==> src/gphid_pkg.sv <==
// package: packet and report types, descramble function and code constants
`default_nettype none

package gphid_pkg;

    localparam logic [7:0] SCRAMBLE_KEY = 8'h17;

    // pad mode codes
    localparam logic PAD_MODE_ACCEL = 1'b0;
    localparam logic PAD_MODE_DUAL  = 1'b1;
    localparam logic PAD_MODE_RESET = PAD_MODE_ACCEL;

    // hat codes, clockwise from up
    localparam logic [3:0] HAT_UP         = 4'd0;
    localparam logic [3:0] HAT_UP_RIGHT   = 4'd1;
    localparam logic [3:0] HAT_RIGHT      = 4'd2;
    localparam logic [3:0] HAT_DOWN_RIGHT = 4'd3;
    localparam logic [3:0] HAT_DOWN       = 4'd4;
    localparam logic [3:0] HAT_DOWN_LEFT  = 4'd5;
    localparam logic [3:0] HAT_LEFT       = 4'd6;
    localparam logic [3:0] HAT_UP_LEFT    = 4'd7;
    localparam logic [3:0] HAT_CENTRED    = 4'd8;

    typedef struct packed {
        logic [7:0] raw_byte0;
        logic [7:0] raw_byte1;
        logic [7:0] raw_byte2;
        logic [7:0] raw_byte3;
        logic [7:0] raw_byte4;
        logic [7:0] raw_byte5;
    } pkt_t;

    typedef struct packed {
        logic [7:0] button_byte_a;
        logic [7:0] button_byte_b;
        logic [3:0] hat_code;
        logic [7:0] left_x;
        logic [7:0] left_y;
        logic [7:0] report_byte5;
        logic [7:0] report_byte6;
        logic [7:0] report_byte7;
    } rpt_t;

    // sum wraps at eight bits
    function automatic logic [7:0] descramble(input logic [7:0] raw);
        logic [7:0] mixed;
        mixed = raw ^ SCRAMBLE_KEY;
        return mixed + SCRAMBLE_KEY;
    endfunction

endpackage

`default_nettype wire

==> src/gphid_if.sv <==
// interfaces: packet input channel and report output channel
`default_nettype none

interface gphid_pkt_if
    import gphid_pkg::*;
();
    logic valid;
    logic ready;
    pkt_t data;

    modport source (output valid, output data, input ready);
    modport sink   (input valid, input data, output ready);
endinterface

interface gphid_rpt_if
    import gphid_pkg::*;
();
    logic valid;
    logic ready;
    rpt_t data;

    modport source (output valid, output data, input ready);
    modport sink   (input valid, input data, output ready);
endinterface

`default_nettype wire

==> src/gamepad_packet_to_hid_report.sv <==
// top level: packet register, descramble and mapping, report register
//
//   channel   dir  handshake        payload
//   pkt       in   valid / ready    pkt_t, six scrambled bytes
//   rpt       out  valid / ready    rpt_t, eight-field report
//   cfg       in   cfg_we           cfg_wdata, pad mode bit
//
// two register stages: a taken packet goes via the packet and report registers to rpt
// one packet per cycle sustained while rpt is ready; the mapping between the stages
// is pure wiring plus a few xor/add bits, so the report register is the only limit
// reset clears both valid flags and sets the pad mode to the accelerometer pad
// a stall on rpt holds the report; the packet stage still fills, then pkt.ready drops
`default_nettype none

module gamepad_packet_to_hid_report
    import gphid_pkg::*;
(
    input  wire logic  clk,
    input  wire logic  rst_n,
    input  wire logic  cfg_we,
    input  wire logic  cfg_wdata,
    gphid_pkt_if.sink   pkt,
    gphid_rpt_if.source rpt
);

    logic       mode_reg;
    logic       pkt_valid_reg;
    pkt_t       pkt_reg;
    logic       rpt_valid_reg;
    rpt_t       rpt_reg;
    rpt_t       rpt_next;
    logic       advance;
    logic [7:0] d0, d1, d2, d3, d4, d5;
    logic [4:0] rx5, ry5, lt5;
    logic       up, dn, rt, lf;

    assign advance   = !rpt_valid_reg || rpt.ready;
    assign pkt.ready = !pkt_valid_reg || advance;

    always_ff @(posedge clk or negedge rst_n)
    begin
        if (!rst_n)
        begin
            mode_reg <= PAD_MODE_RESET;
        end
        else if (cfg_we)
        begin
            mode_reg <= cfg_wdata;
        end
    end

    always_ff @(posedge clk or negedge rst_n)
    begin
        if (!rst_n)
        begin
            pkt_valid_reg <= 1'b0;
            rpt_valid_reg <= 1'b0;
        end
        else
        begin
            if (pkt.ready)
            begin
                pkt_valid_reg <= pkt.valid;
            end
            if (advance)
            begin
                rpt_valid_reg <= pkt_valid_reg;
            end
        end
    end

    always_ff @(posedge clk)
    begin
        if (pkt.valid && pkt.ready)
        begin
            pkt_reg <= pkt.data;
        end
        if (advance && pkt_valid_reg)
        begin
            rpt_reg <= rpt_next;
        end
    end

    always_comb
    begin
        d0 = descramble(pkt_reg.raw_byte0);
        d1 = descramble(pkt_reg.raw_byte1);
        d2 = descramble(pkt_reg.raw_byte2);
        d3 = descramble(pkt_reg.raw_byte3);
        d4 = descramble(pkt_reg.raw_byte4);
        d5 = descramble(pkt_reg.raw_byte5);

        // packed stick and trigger fields of the dual-stick pad
        rx5 = {d0[7:6], d1[7:6], d2[7]};
        ry5 = d2[4:0];
        lt5 = {d2[6:5], d3[7:5]};

        // directions, active low
        up = !d5[0];
        dn = !d4[6];
        rt = !d4[7];
        lf = !d5[1];

        rpt_next = '0;
        case (mode_reg)
            PAD_MODE_ACCEL:
            begin
                rpt_next.left_x        = d0;
                rpt_next.left_y        = ~d1;
                rpt_next.report_byte5  = d2;
                rpt_next.report_byte6  = d3;
                rpt_next.report_byte7  = d4;
                rpt_next.button_byte_a = {5'b0, !d5[1], !d5[0], 1'b0};
                rpt_next.button_byte_b = 8'h00;
                rpt_next.hat_code      = HAT_CENTRED;
            end
            default:
            begin
                rpt_next.left_x        = {d0[5:0], 2'b00};
                rpt_next.left_y        = ~{d1[5:0], 2'b00};
                rpt_next.report_byte5  = {rx5, 3'b000};
                rpt_next.report_byte6  = ~{lt5, 3'b000};
                rpt_next.report_byte7  = ~{ry5, 3'b000};
                rpt_next.button_byte_a = {!d5[2], !d5[7], !d4[1], !d4[5],
                                          !d5[3], !d5[4], !d5[6], !d5[5]};
                rpt_next.button_byte_b = {3'b000, !d4[3], 2'b00, !d4[2], !d4[4]};
                // up beats down, left beats right
                if (up)
                begin
                    rpt_next.hat_code = lf ? HAT_UP_LEFT : (rt ? HAT_UP_RIGHT : HAT_UP);
                end
                else if (dn)
                begin
                    rpt_next.hat_code = lf ? HAT_DOWN_LEFT
                                           : (rt ? HAT_DOWN_RIGHT : HAT_DOWN);
                end
                else
                begin
                    rpt_next.hat_code = lf ? HAT_LEFT : (rt ? HAT_RIGHT : HAT_CENTRED);
                end
            end
        endcase
    end

    assign rpt.valid = rpt_valid_reg;
    assign rpt.data  = rpt_reg;

`ifndef ASSERT_OFF
    a_pkt_to_stage: assert property (@(posedge clk) disable iff (!rst_n)
        (pkt.valid && pkt.ready) |=> pkt_valid_reg)
        else $error("accepted packet beat not held in packet stage");

    a_stage_to_rpt: assert property (@(posedge clk) disable iff (!rst_n)
        (pkt_valid_reg && advance) |=> rpt_valid_reg)
        else $error("packet stage moved on without a report");

    a_hat_range: assert property (@(posedge clk) disable iff (!rst_n)
        rpt_valid_reg |-> (rpt_reg.hat_code <= HAT_CENTRED))
        else $error("hat code out of range");

    a_no_loss: assert property (@(posedge clk) disable iff (!rst_n)
        (pkt_valid_reg && !advance) |=> pkt_valid_reg)
        else $error("stalled packet dropped");
`endif

endmodule

`default_nettype wire

==> src/flat_wrapper.sv <==
// flat-port wrapper written by rule: the top's interface ports become plain ports
module gamepad_packet_to_hid_report_flat import gphid_pkg::*;
  (clk, rst_n, cfg_we, cfg_wdata, pkt_valid, pkt_data, pkt_ready, rpt_valid, rpt_data, rpt_ready);
  gphid_pkt_if pkt_i ();
  gphid_rpt_if rpt_i ();
  input  wire logic clk;
  input  wire logic rst_n;
  input  wire logic cfg_we;
  input  wire logic cfg_wdata;
  input wire logic [$bits(pkt_i.valid)-1:0] pkt_valid;
  input wire logic [$bits(pkt_i.data)-1:0] pkt_data;
  output wire logic [$bits(pkt_i.ready)-1:0] pkt_ready;
  output wire logic [$bits(rpt_i.valid)-1:0] rpt_valid;
  output wire logic [$bits(rpt_i.data)-1:0] rpt_data;
  input wire logic [$bits(rpt_i.ready)-1:0] rpt_ready;
  assign pkt_i.valid = pkt_valid;
  assign pkt_i.data = pkt_data;
  assign pkt_ready = pkt_i.ready;
  assign rpt_valid = rpt_i.valid;
  assign rpt_data = rpt_i.data;
  assign rpt_i.ready = rpt_ready;
  gamepad_packet_to_hid_report u_core (.clk(clk), .rst_n(rst_n), .cfg_we(cfg_we), .cfg_wdata(cfg_wdata), .pkt(pkt_i), .rpt(rpt_i));
endmodule
==> config.mk <==
export PLATFORM = sky130hd
export DESIGN_NAME = gamepad_packet_to_hid_report_flat
export DESIGN_NICKNAME = d
export VERILOG_FILES = /design/src/gphid_pkg.sv /design/src/gphid_if.sv /design/src/gamepad_packet_to_hid_report.sv /design/src/flat_wrapper.sv
export SDC_FILE = /design/constraint.sdc
export NUM_CORES = 1
export LEC_CHECK = 0
export BUFFER_PORTS_ARGS = -buffer_cell sky130_fd_sc_hd__buf_2
export CORE_ASPECT_RATIO = 1.1
export CORE_UTILIZATION = 35
export CTS_BUF_LIST = sky130_fd_sc_hd__clkbuf_8
export DETAILED_ROUTE_END_ITERATION = 8
export PLACE_DENSITY = 0.66
export RECOVER_POWER = 50
export SYNTH_ARGS = -nofsm -noshare
export SYNTH_HDL_FRONTEND = slang
export SYNTH_SLANG_ARGS = --single-unit
==> constraint.sdc <==
create_clock -name clk -period 3.2 [get_ports clk]
set_clock_uncertainty 0.15 [all_clocks]
set_input_delay 0.16 -clock clk [delete_from_list [all_inputs] [get_ports clk]]
set_output_delay 0.16 -clock clk [all_outputs]
set_load 0.05 [all_outputs]
==> results.sh, run 1 <==
export IMPL_die_h_um=123
export IMPL_violations="DRC"
export IMPL_worst_setup_path_end_kind="flop"
export IMPL_clk_pin_slew_ps=90
export IMPL_clock_power_share_pct=22.1
export IMPL_clk_latency_ps=360
export IMPL_drt_iter0_markers=102
export IMPL_drive_gt1_share_pct=15.6
export IMPL_synth_area_leader_cell="edfxtp_1"
export IMPL_root_buffer="clkbuf_8"
export IMPL_max_cap_viol_count=0
export IMPL_io_pins=116
export IMPL_cts_inserted_buffers=9
export IMPL_clock_sinks=106
export IMPL_slew_headroom_pct=7.43
export IMPL_yosysUniqueCellTypes=51
export IMPL_switchingPower_uw=966
export IMPL_htree_levels=3
export IMPL_clock_path_buffers=2
export IMPL_ys_async_sr_fraction_pct=2.83
export IMPL_cts_tree="built"
export IMPL_coreArea_um2=12800
export IMPL_dp_hpwl_um=6410
export IMPL_synth_ff_type="edfxtp_1"
export IMPL_yosysSeqAreaShare_pct=68.5
export IMPL_maxSlewViolCount=0
export IMPL_grt_pass1_wl_um=15300
export IMPL_tightestPinTransition_ps=1390
export IMPL_grt_pass1_vias=3114
export IMPL_cp_max_fo=55
export IMPL_timing_fmax_ghz=0.444
export IMPL_synth_avg_cell_area_um2=13.9
export IMPL_tns_ps=0
export IMPL_hold_path_class="flop to flop"
export IMPL_grt_overflow_total=0
export IMPL_vias=3175
export IMPL_num_rows=43
export IMPL_cellLeakagePower_nw=2.21
export IMPL_die_w_um=112
export IMPL_post_route_util_pct=46.8
export IMPL_nets=562
export IMPL_rsz0062_at_grt="no"
export IMPL_syn2layout_area_growth_pct=29.0
export IMPL_antenna_cells=0
export IMPL_fin_crit_ps=2250
export IMPL_cts_setup_buffers=0
export IMPL_port_buffers=110
export IMPL_via_per_inst=4.80
export IMPL_synth_area_top_cells="edfxtp_1 (67%), xnor2_1 (3.0%), xor2_1 (2.3%)"
export IMPL_ys_ff_latch=106
export IMPL_dieArea_um2=13700
export IMPL_drt_first_pass_iters=8
export IMPL_worst_setup_path_type="input pin to flop"
export IMPL_switching_share_pct=31.0
export IMPL_internal_power_mw=2.15
export IMPL_hold_viol=0
export IMPL_post_synth_inst_count=332
export IMPL_cts_resized=0
export IMPL_wl_per_cell_um=14.6
export IMPL_start_util_pct=36.3
export IMPL_final_setup_viol_count=0
export IMPL_pwr_share_comb_pct=22.1
export IMPL_track_usage_pct=14.7
export IMPL_p_per_area_nw_per_um2=522
export IMPL_cp_required_ps=3010
export IMPL_gp_congestion=0.831
export IMPL_peakVddDrop_mv=0.258
export IMPL_synth_top_area_share_pct=66.9
export IMPL_grt_max_degree=58
export IMPL_syn_area_um2=4630
export IMPL_drc=12
export IMPL_arrival_ps=2060
export IMPL_p_seq_share_pct=55.8
export IMPL_drtAntennaViolNets=0
export IMPL_status="finished, violations left"
export IMPL_post_route_period_util_pct=70.4
export IMPL_drt_total_wl_um=9650
export IMPL_startpoint_type="input pin"
export IMPL_synth_edf_count=103
export IMPL_yosys_warnings=0
export IMPL_largest_reg_flops=55
export IMPL_antenna_found_initial=0
placed cells by master, fill, tap and decap left out, types with 4 or more instances in the layout:
cell and n:
dlygate4sd3_1 55, and3_1 4, nand3_1 9, a21oi_1 11, nand2b_1 6, buf_2 47, nor2_1 17, a221o_1 4
xnor2_1 16, edfxtp_1 103, and2_1 7, or2_2 5, ha_1 6, conb_1 5, inv_1 11, nand2_1 26
clkbuf_1 63, o211ai_1 4, xor2_1 12, mux2i_1 8, nor3_1 5, a21boi_0 4, o21ai_0 15, clkbuf_8 9
layout make-up:
class / instances / area [µm²]
clock buffers: 9 / 124
fillers: 1133 / 6780
well taps: 157 / 196
clock inverters: 5 / 26.3
inverters: 9 / 33.8
multi-input cells: 206 / 1360
flip-flops and latches: 106 / 3170
repair buffers: 170 / 1050
per-layer routing:
metal / routed length [µm] / vias up / GRT usage (%) / share of wire, %
li1: - / 1561 / - / -
met1: 4160 / 1509 / 17.6 / 43
met2: 4870 / 90 / 25.9 / 50
met3: 439 / 15 / 3.46 / 4.5
met4: 174 / 0 / 5.41 / 1.8
met5: 0 / - / 0 / 0
power by group through the flow:
| stage | logic, mW | registers, mW | clock network, mW |
|---|---|---|---|
| 3_3_place_gp | 0.655 | 1.76 | 0 |
| 3_5_place_dp | 0.666 | 1.77 | 0 |
| 2_1_floorplan | 0.248 | 2.01 | 0 |
| 4_1_cts | 0.720 | 1.74 | 0.717 |
| 5_1_grt | 0.741 | 1.75 | 0.767 |
| 6_report | 0.689 | 1.74 | 0.688 |
cells in the mapped netlist (2+ instances only):
| master | n |
|---|---|
| o211a_1 | 2 |
| o211ai_1 | 4 |
| nand2_1 | 26 |
| o22ai_1 | 2 |
| edfxtp_1 | 103 |
| xnor2_1 | 16 |
| a221o_1 | 4 |
| inv_1 | 9 |
| or4_1 | 2 |
| ha_1 | 6 |
| xor2_1 | 12 |
| nor3b_1 | 3 |
| nand3_1 | 9 |
| dfrtp_1 | 3 |
| mux2_2 | 3 |
| and3_1 | 4 |
| nand2b_1 | 6 |
| clkbuf_1 | 6 |
| buf_4 | 5 |
| a21oi_1 | 11 |
| and2_1 | 9 |
| nor4_1 | 3 |
| o21ai_0 | 15 |
| or2_2 | 5 |
| buf_2 | 3 |
| mux2i_1 | 8 |
| nor2b_1 | 3 |
| a31oi_1 | 3 |
| a211oi_1 | 2 |
| a21boi_0 | 4 |
| nor2_1 | 17 |
| nor3_1 | 5 |
critical path: stages:
cell and delay, ps:
dlygate4sd3_1 530, buf_2 100, nand2b_1 110, and2_2 140, clkbuf_2 1010
through the flow:
step	power [mW]	setup WS (ps)	std cells	hold WS (ps)	cell area, µm²
after floorplan	2.26	293	336	-286	4640
after global placement	2.42	1150	593	-192	5360
after detailed placement	2.43	1070	593	-186	5360
after CTS	3.17	1060	662	334	6060
after global routing	3.26	804	662	341	5970
final	3.12	947	662	345	5970
repair_timing:
item,4_1_cts,5_1_grt
endpoints found under the hold margin,54,0
setup endpoints to repair,0,0
hold buffers,55,0
path summary, 6_finish.rpt:
path / start / to / slack, ps / depth (start not counted)
max: rpt_ready / u_core.rpt.data[19] / 950 / 5
min: u_core.pkt_valid_reg / u_core.rpt.valid / 340 / 1
max reg2reg: u_core.rpt.valid / u_core.rpt.data[19] / 990 / 3
min reg2reg: u_core.pkt_valid_reg / u_core.rpt.valid / 340 / 1
max in group asynchronous: rst_n / u_core.mode_reg / 2210 / 3
min in group asynchronous: rst_n / u_core.mode_reg / 530 / 3
kinds of logic (layout without fill, tap and decap cells):
family | Yosys count | in the layout | synth area share (%)
DFF | 106 | 106 | 68.5
and+or+nand+nor | 96 | 96 | 10.8
AOI/OAI and AO/OA | 60 | 60 | 8.85
xor gates and xnor gates | 28 | 28 | 5.30
buffers and inverters | 24 | 193 | 2.43
muxes | 11 | 11 | 2.46
adders and majority gates | 6 | 6 | 1.62
other | 1 | 5 | 0.0811
No activity file was read; power rests on OpenSTA's default activity.
==> run 2: changes to the inputs <==
PLACE_DENSITY = 0.69   (was 0.66)
clock period = 2 ns   (was 3.2 ns; I/O delays follow)
==> run 2 against run 1 <==
Register-to-register slack worse by 980 ps; non-clock buffer count grew 13; first-iteration DRC count grew 42%; routed wire length increased by 2.8%; largest cell class unchanged; setup slack lost 940 ps; highest routed layer unchanged; worst hold slack worse by 49 ps; total power rose by 71%; via count is 2.1% higher; utilization grew 1.6 points; cell area up 3.3%; the run still ends with DRC left; clock-buffer cell count stayed put; critical endpoint is now u_core.rpt.data[40]; clock power up 100%.
==> results.sh, run 2 (synthesis results as in run 1) <==
export IMPL_port_buffers=110
export IMPL_layout_commonest_cell="edfxtp_1"
export IMPL_clock_sinks=106
export IMPL_final_cells=677
export IMPL_track_usage_pct=14.9
export IMPL_pwr_share_comb_pct=21.5
export IMPL_slew_headroom_pct=47.2
export IMPL_num_rows=43
export IMPL_drt_iter0_markers=145
export IMPL_worstSetupStartpoint="u_core.pkt_reg[9]"
export IMPL_drtAntennaViolNets=0
export IMPL_post_route_util_pct=48.3
export IMPL_arrival_ps=1960
export IMPL_drc=8
export IMPL_tightestPinTransition_ps=792
export IMPL_power_total_mw=5.32
export IMPL_cellLeakagePower_nw=2.30
export IMPL_hold_path_class="input pin to flop"
export IMPL_max_cap_viol_count=0
export IMPL_dp_slack_ps=-21.6
export IMPL_drive_gt1_share_pct=19.4
export IMPL_die_h_um=123
export IMPL_hold_viol=0
export IMPL_clk_pin_slew_ps=100
export IMPL_nets=575
export IMPL_post_route_period_util_pct=99.7
export IMPL_root_buffer="clkbuf_8"
export IMPL_grt_max_degree=56
export IMPL_gp_congestion=0.805
export IMPL_switching_share_pct=29.8
export IMPL_rsz0062_at_grt="yes"
export IMPL_start_util_pct=36.3
export IMPL_hold_worst_slack_ps=295
export IMPL_tns_ps=0
export IMPL_vias=3241
export IMPL_internal_power_mw=3.73
export IMPL_final_setup_viol_count=0
export IMPL_timing_fmax_ghz=0.501
export IMPL_worst_setup_path_type="flop to flop"
export IMPL_via_per_inst=4.79
export IMPL_htree_levels=3
export IMPL_violations="DRC"
export IMPL_design_area_um2=6160
export IMPL_grt_overflow_total=0
export IMPL_antenna_found_initial=0
export IMPL_dp_hpwl_um=6450
export IMPL_reg2reg_from="u_core.pkt_reg[9]"
export IMPL_cp_required_ps=1970
export IMPL_syn2layout_area_growth_pct=33.3
export IMPL_placedCellCount=604
export IMPL_coreArea_um2=12800
export IMPL_peakVddDrop_mv=0.422
export IMPL_dpl_instance_area_um2=5460
export IMPL_clk_latency_ps=350
export IMPL_setup_slack_ps=5.57
export IMPL_status="finished, violations left"
export IMPL_final_cell_mix="edfxtp_1 (103), clkbuf_1 (62), dlygate4sd3_1 (55)"
export IMPL_clock_path_buffers=2
export IMPL_drt_first_pass_iters=8
export IMPL_antenna_cells=0
export IMPL_grt_pass1_vias=3208
export IMPL_drt_total_wl_um=9920
export IMPL_fin_crit_ps=1990
export IMPL_p_per_area_nw_per_um2=863
export IMPL_wl_per_cell_um=14.6
export IMPL_startpoint_type="flop"
export IMPL_cts_tree="built"
export IMPL_cp_max_fo=3
export IMPL_switchingPower_mw=1.59
export IMPL_die_w_um=112
export IMPL_min_from="pkt_data[16]"
export IMPL_dieArea_um2=13700
export IMPL_maxSlewViolCount=0
export IMPL_cts_inserted_buffers=9
export IMPL_grt_pass1_wl_um=15600
export IMPL_io_pins=116
export IMPL_worst_setup_path_end_kind="flop"
export IMPL_largest_reg_flops=55
export IMPL_p_seq_share_pct=52.3
export IMPL_clock_power_share_pct=26.2
[run 2: layout make-up]
type / count / area [µm²]
fill: 1120 / 6590
sequential: 106 / 3170
multi-input combinational: 206 / 1390
timing repair buffer: 183 / 1170
tap: 157 / 196
clock buffer: 9 / 124
clock inverter: 7 / 83.8
inverter: 9 / 33.8
[run 2: per-layer routing]
layer / wire, µm / up-vias / track usage, %
met5: 0 / - / 0
li1: - / 1590 / -
met3: 437 / 12 / 3.95
met1: 4370 / 1542 / 18.0
met2: 4930 / 97 / 25.9
met4: 179 / 0 / 4.98
[run 2: what timing repair did]
| item | in CTS | in global routing |
|---|---|---|
| hold endpoints to repair | 54 | 0 |
| pin swaps | 2 | 1 |
| setup buffers | 2 | 0 |
| hold buffers | 55 | 0 |
| resized for setup | 1 | 6 |
| endpoints found under the setup margin | 1 | 5 |
[run 2: power by group through the flow]
stage	Combinational, mW	Clock (mW)	Sequential (mW)
floorplan	0.399	0	3.22
global placement	1.08	0	2.82
detailed placement	1.09	0	2.83
CTS	1.18	1.44	2.78
global route	1.22	1.54	2.81
finish	1.14	1.40	2.78
[run 2: final timing paths]
| path | depth (start not counted) | to | slack [ps] |
|---|---|---|---|
| setup / recovery | 5 | u_core.rpt.data[40] | 6 |
| hold / removal | 2 | u_core.pkt_reg[16] | 300 |
| setup reg to reg | 5 | u_core.rpt.data[40] | 6 |
| hold reg to reg | 1 | u_core.rpt.valid | 350 |
| max in group asynchronous | 3 | u_core.rpt.valid | 1060 |
| min in group asynchronous | 3 | u_core.pkt_valid_reg | 480 |
[run 2: worst max-delay path, stage by stage (launching register included)]
cell and delay [ps]:
edfxtp_1 440, ha_2 210, and3_4 170, or4_4 430
a21bo_1 200, and3_4 170
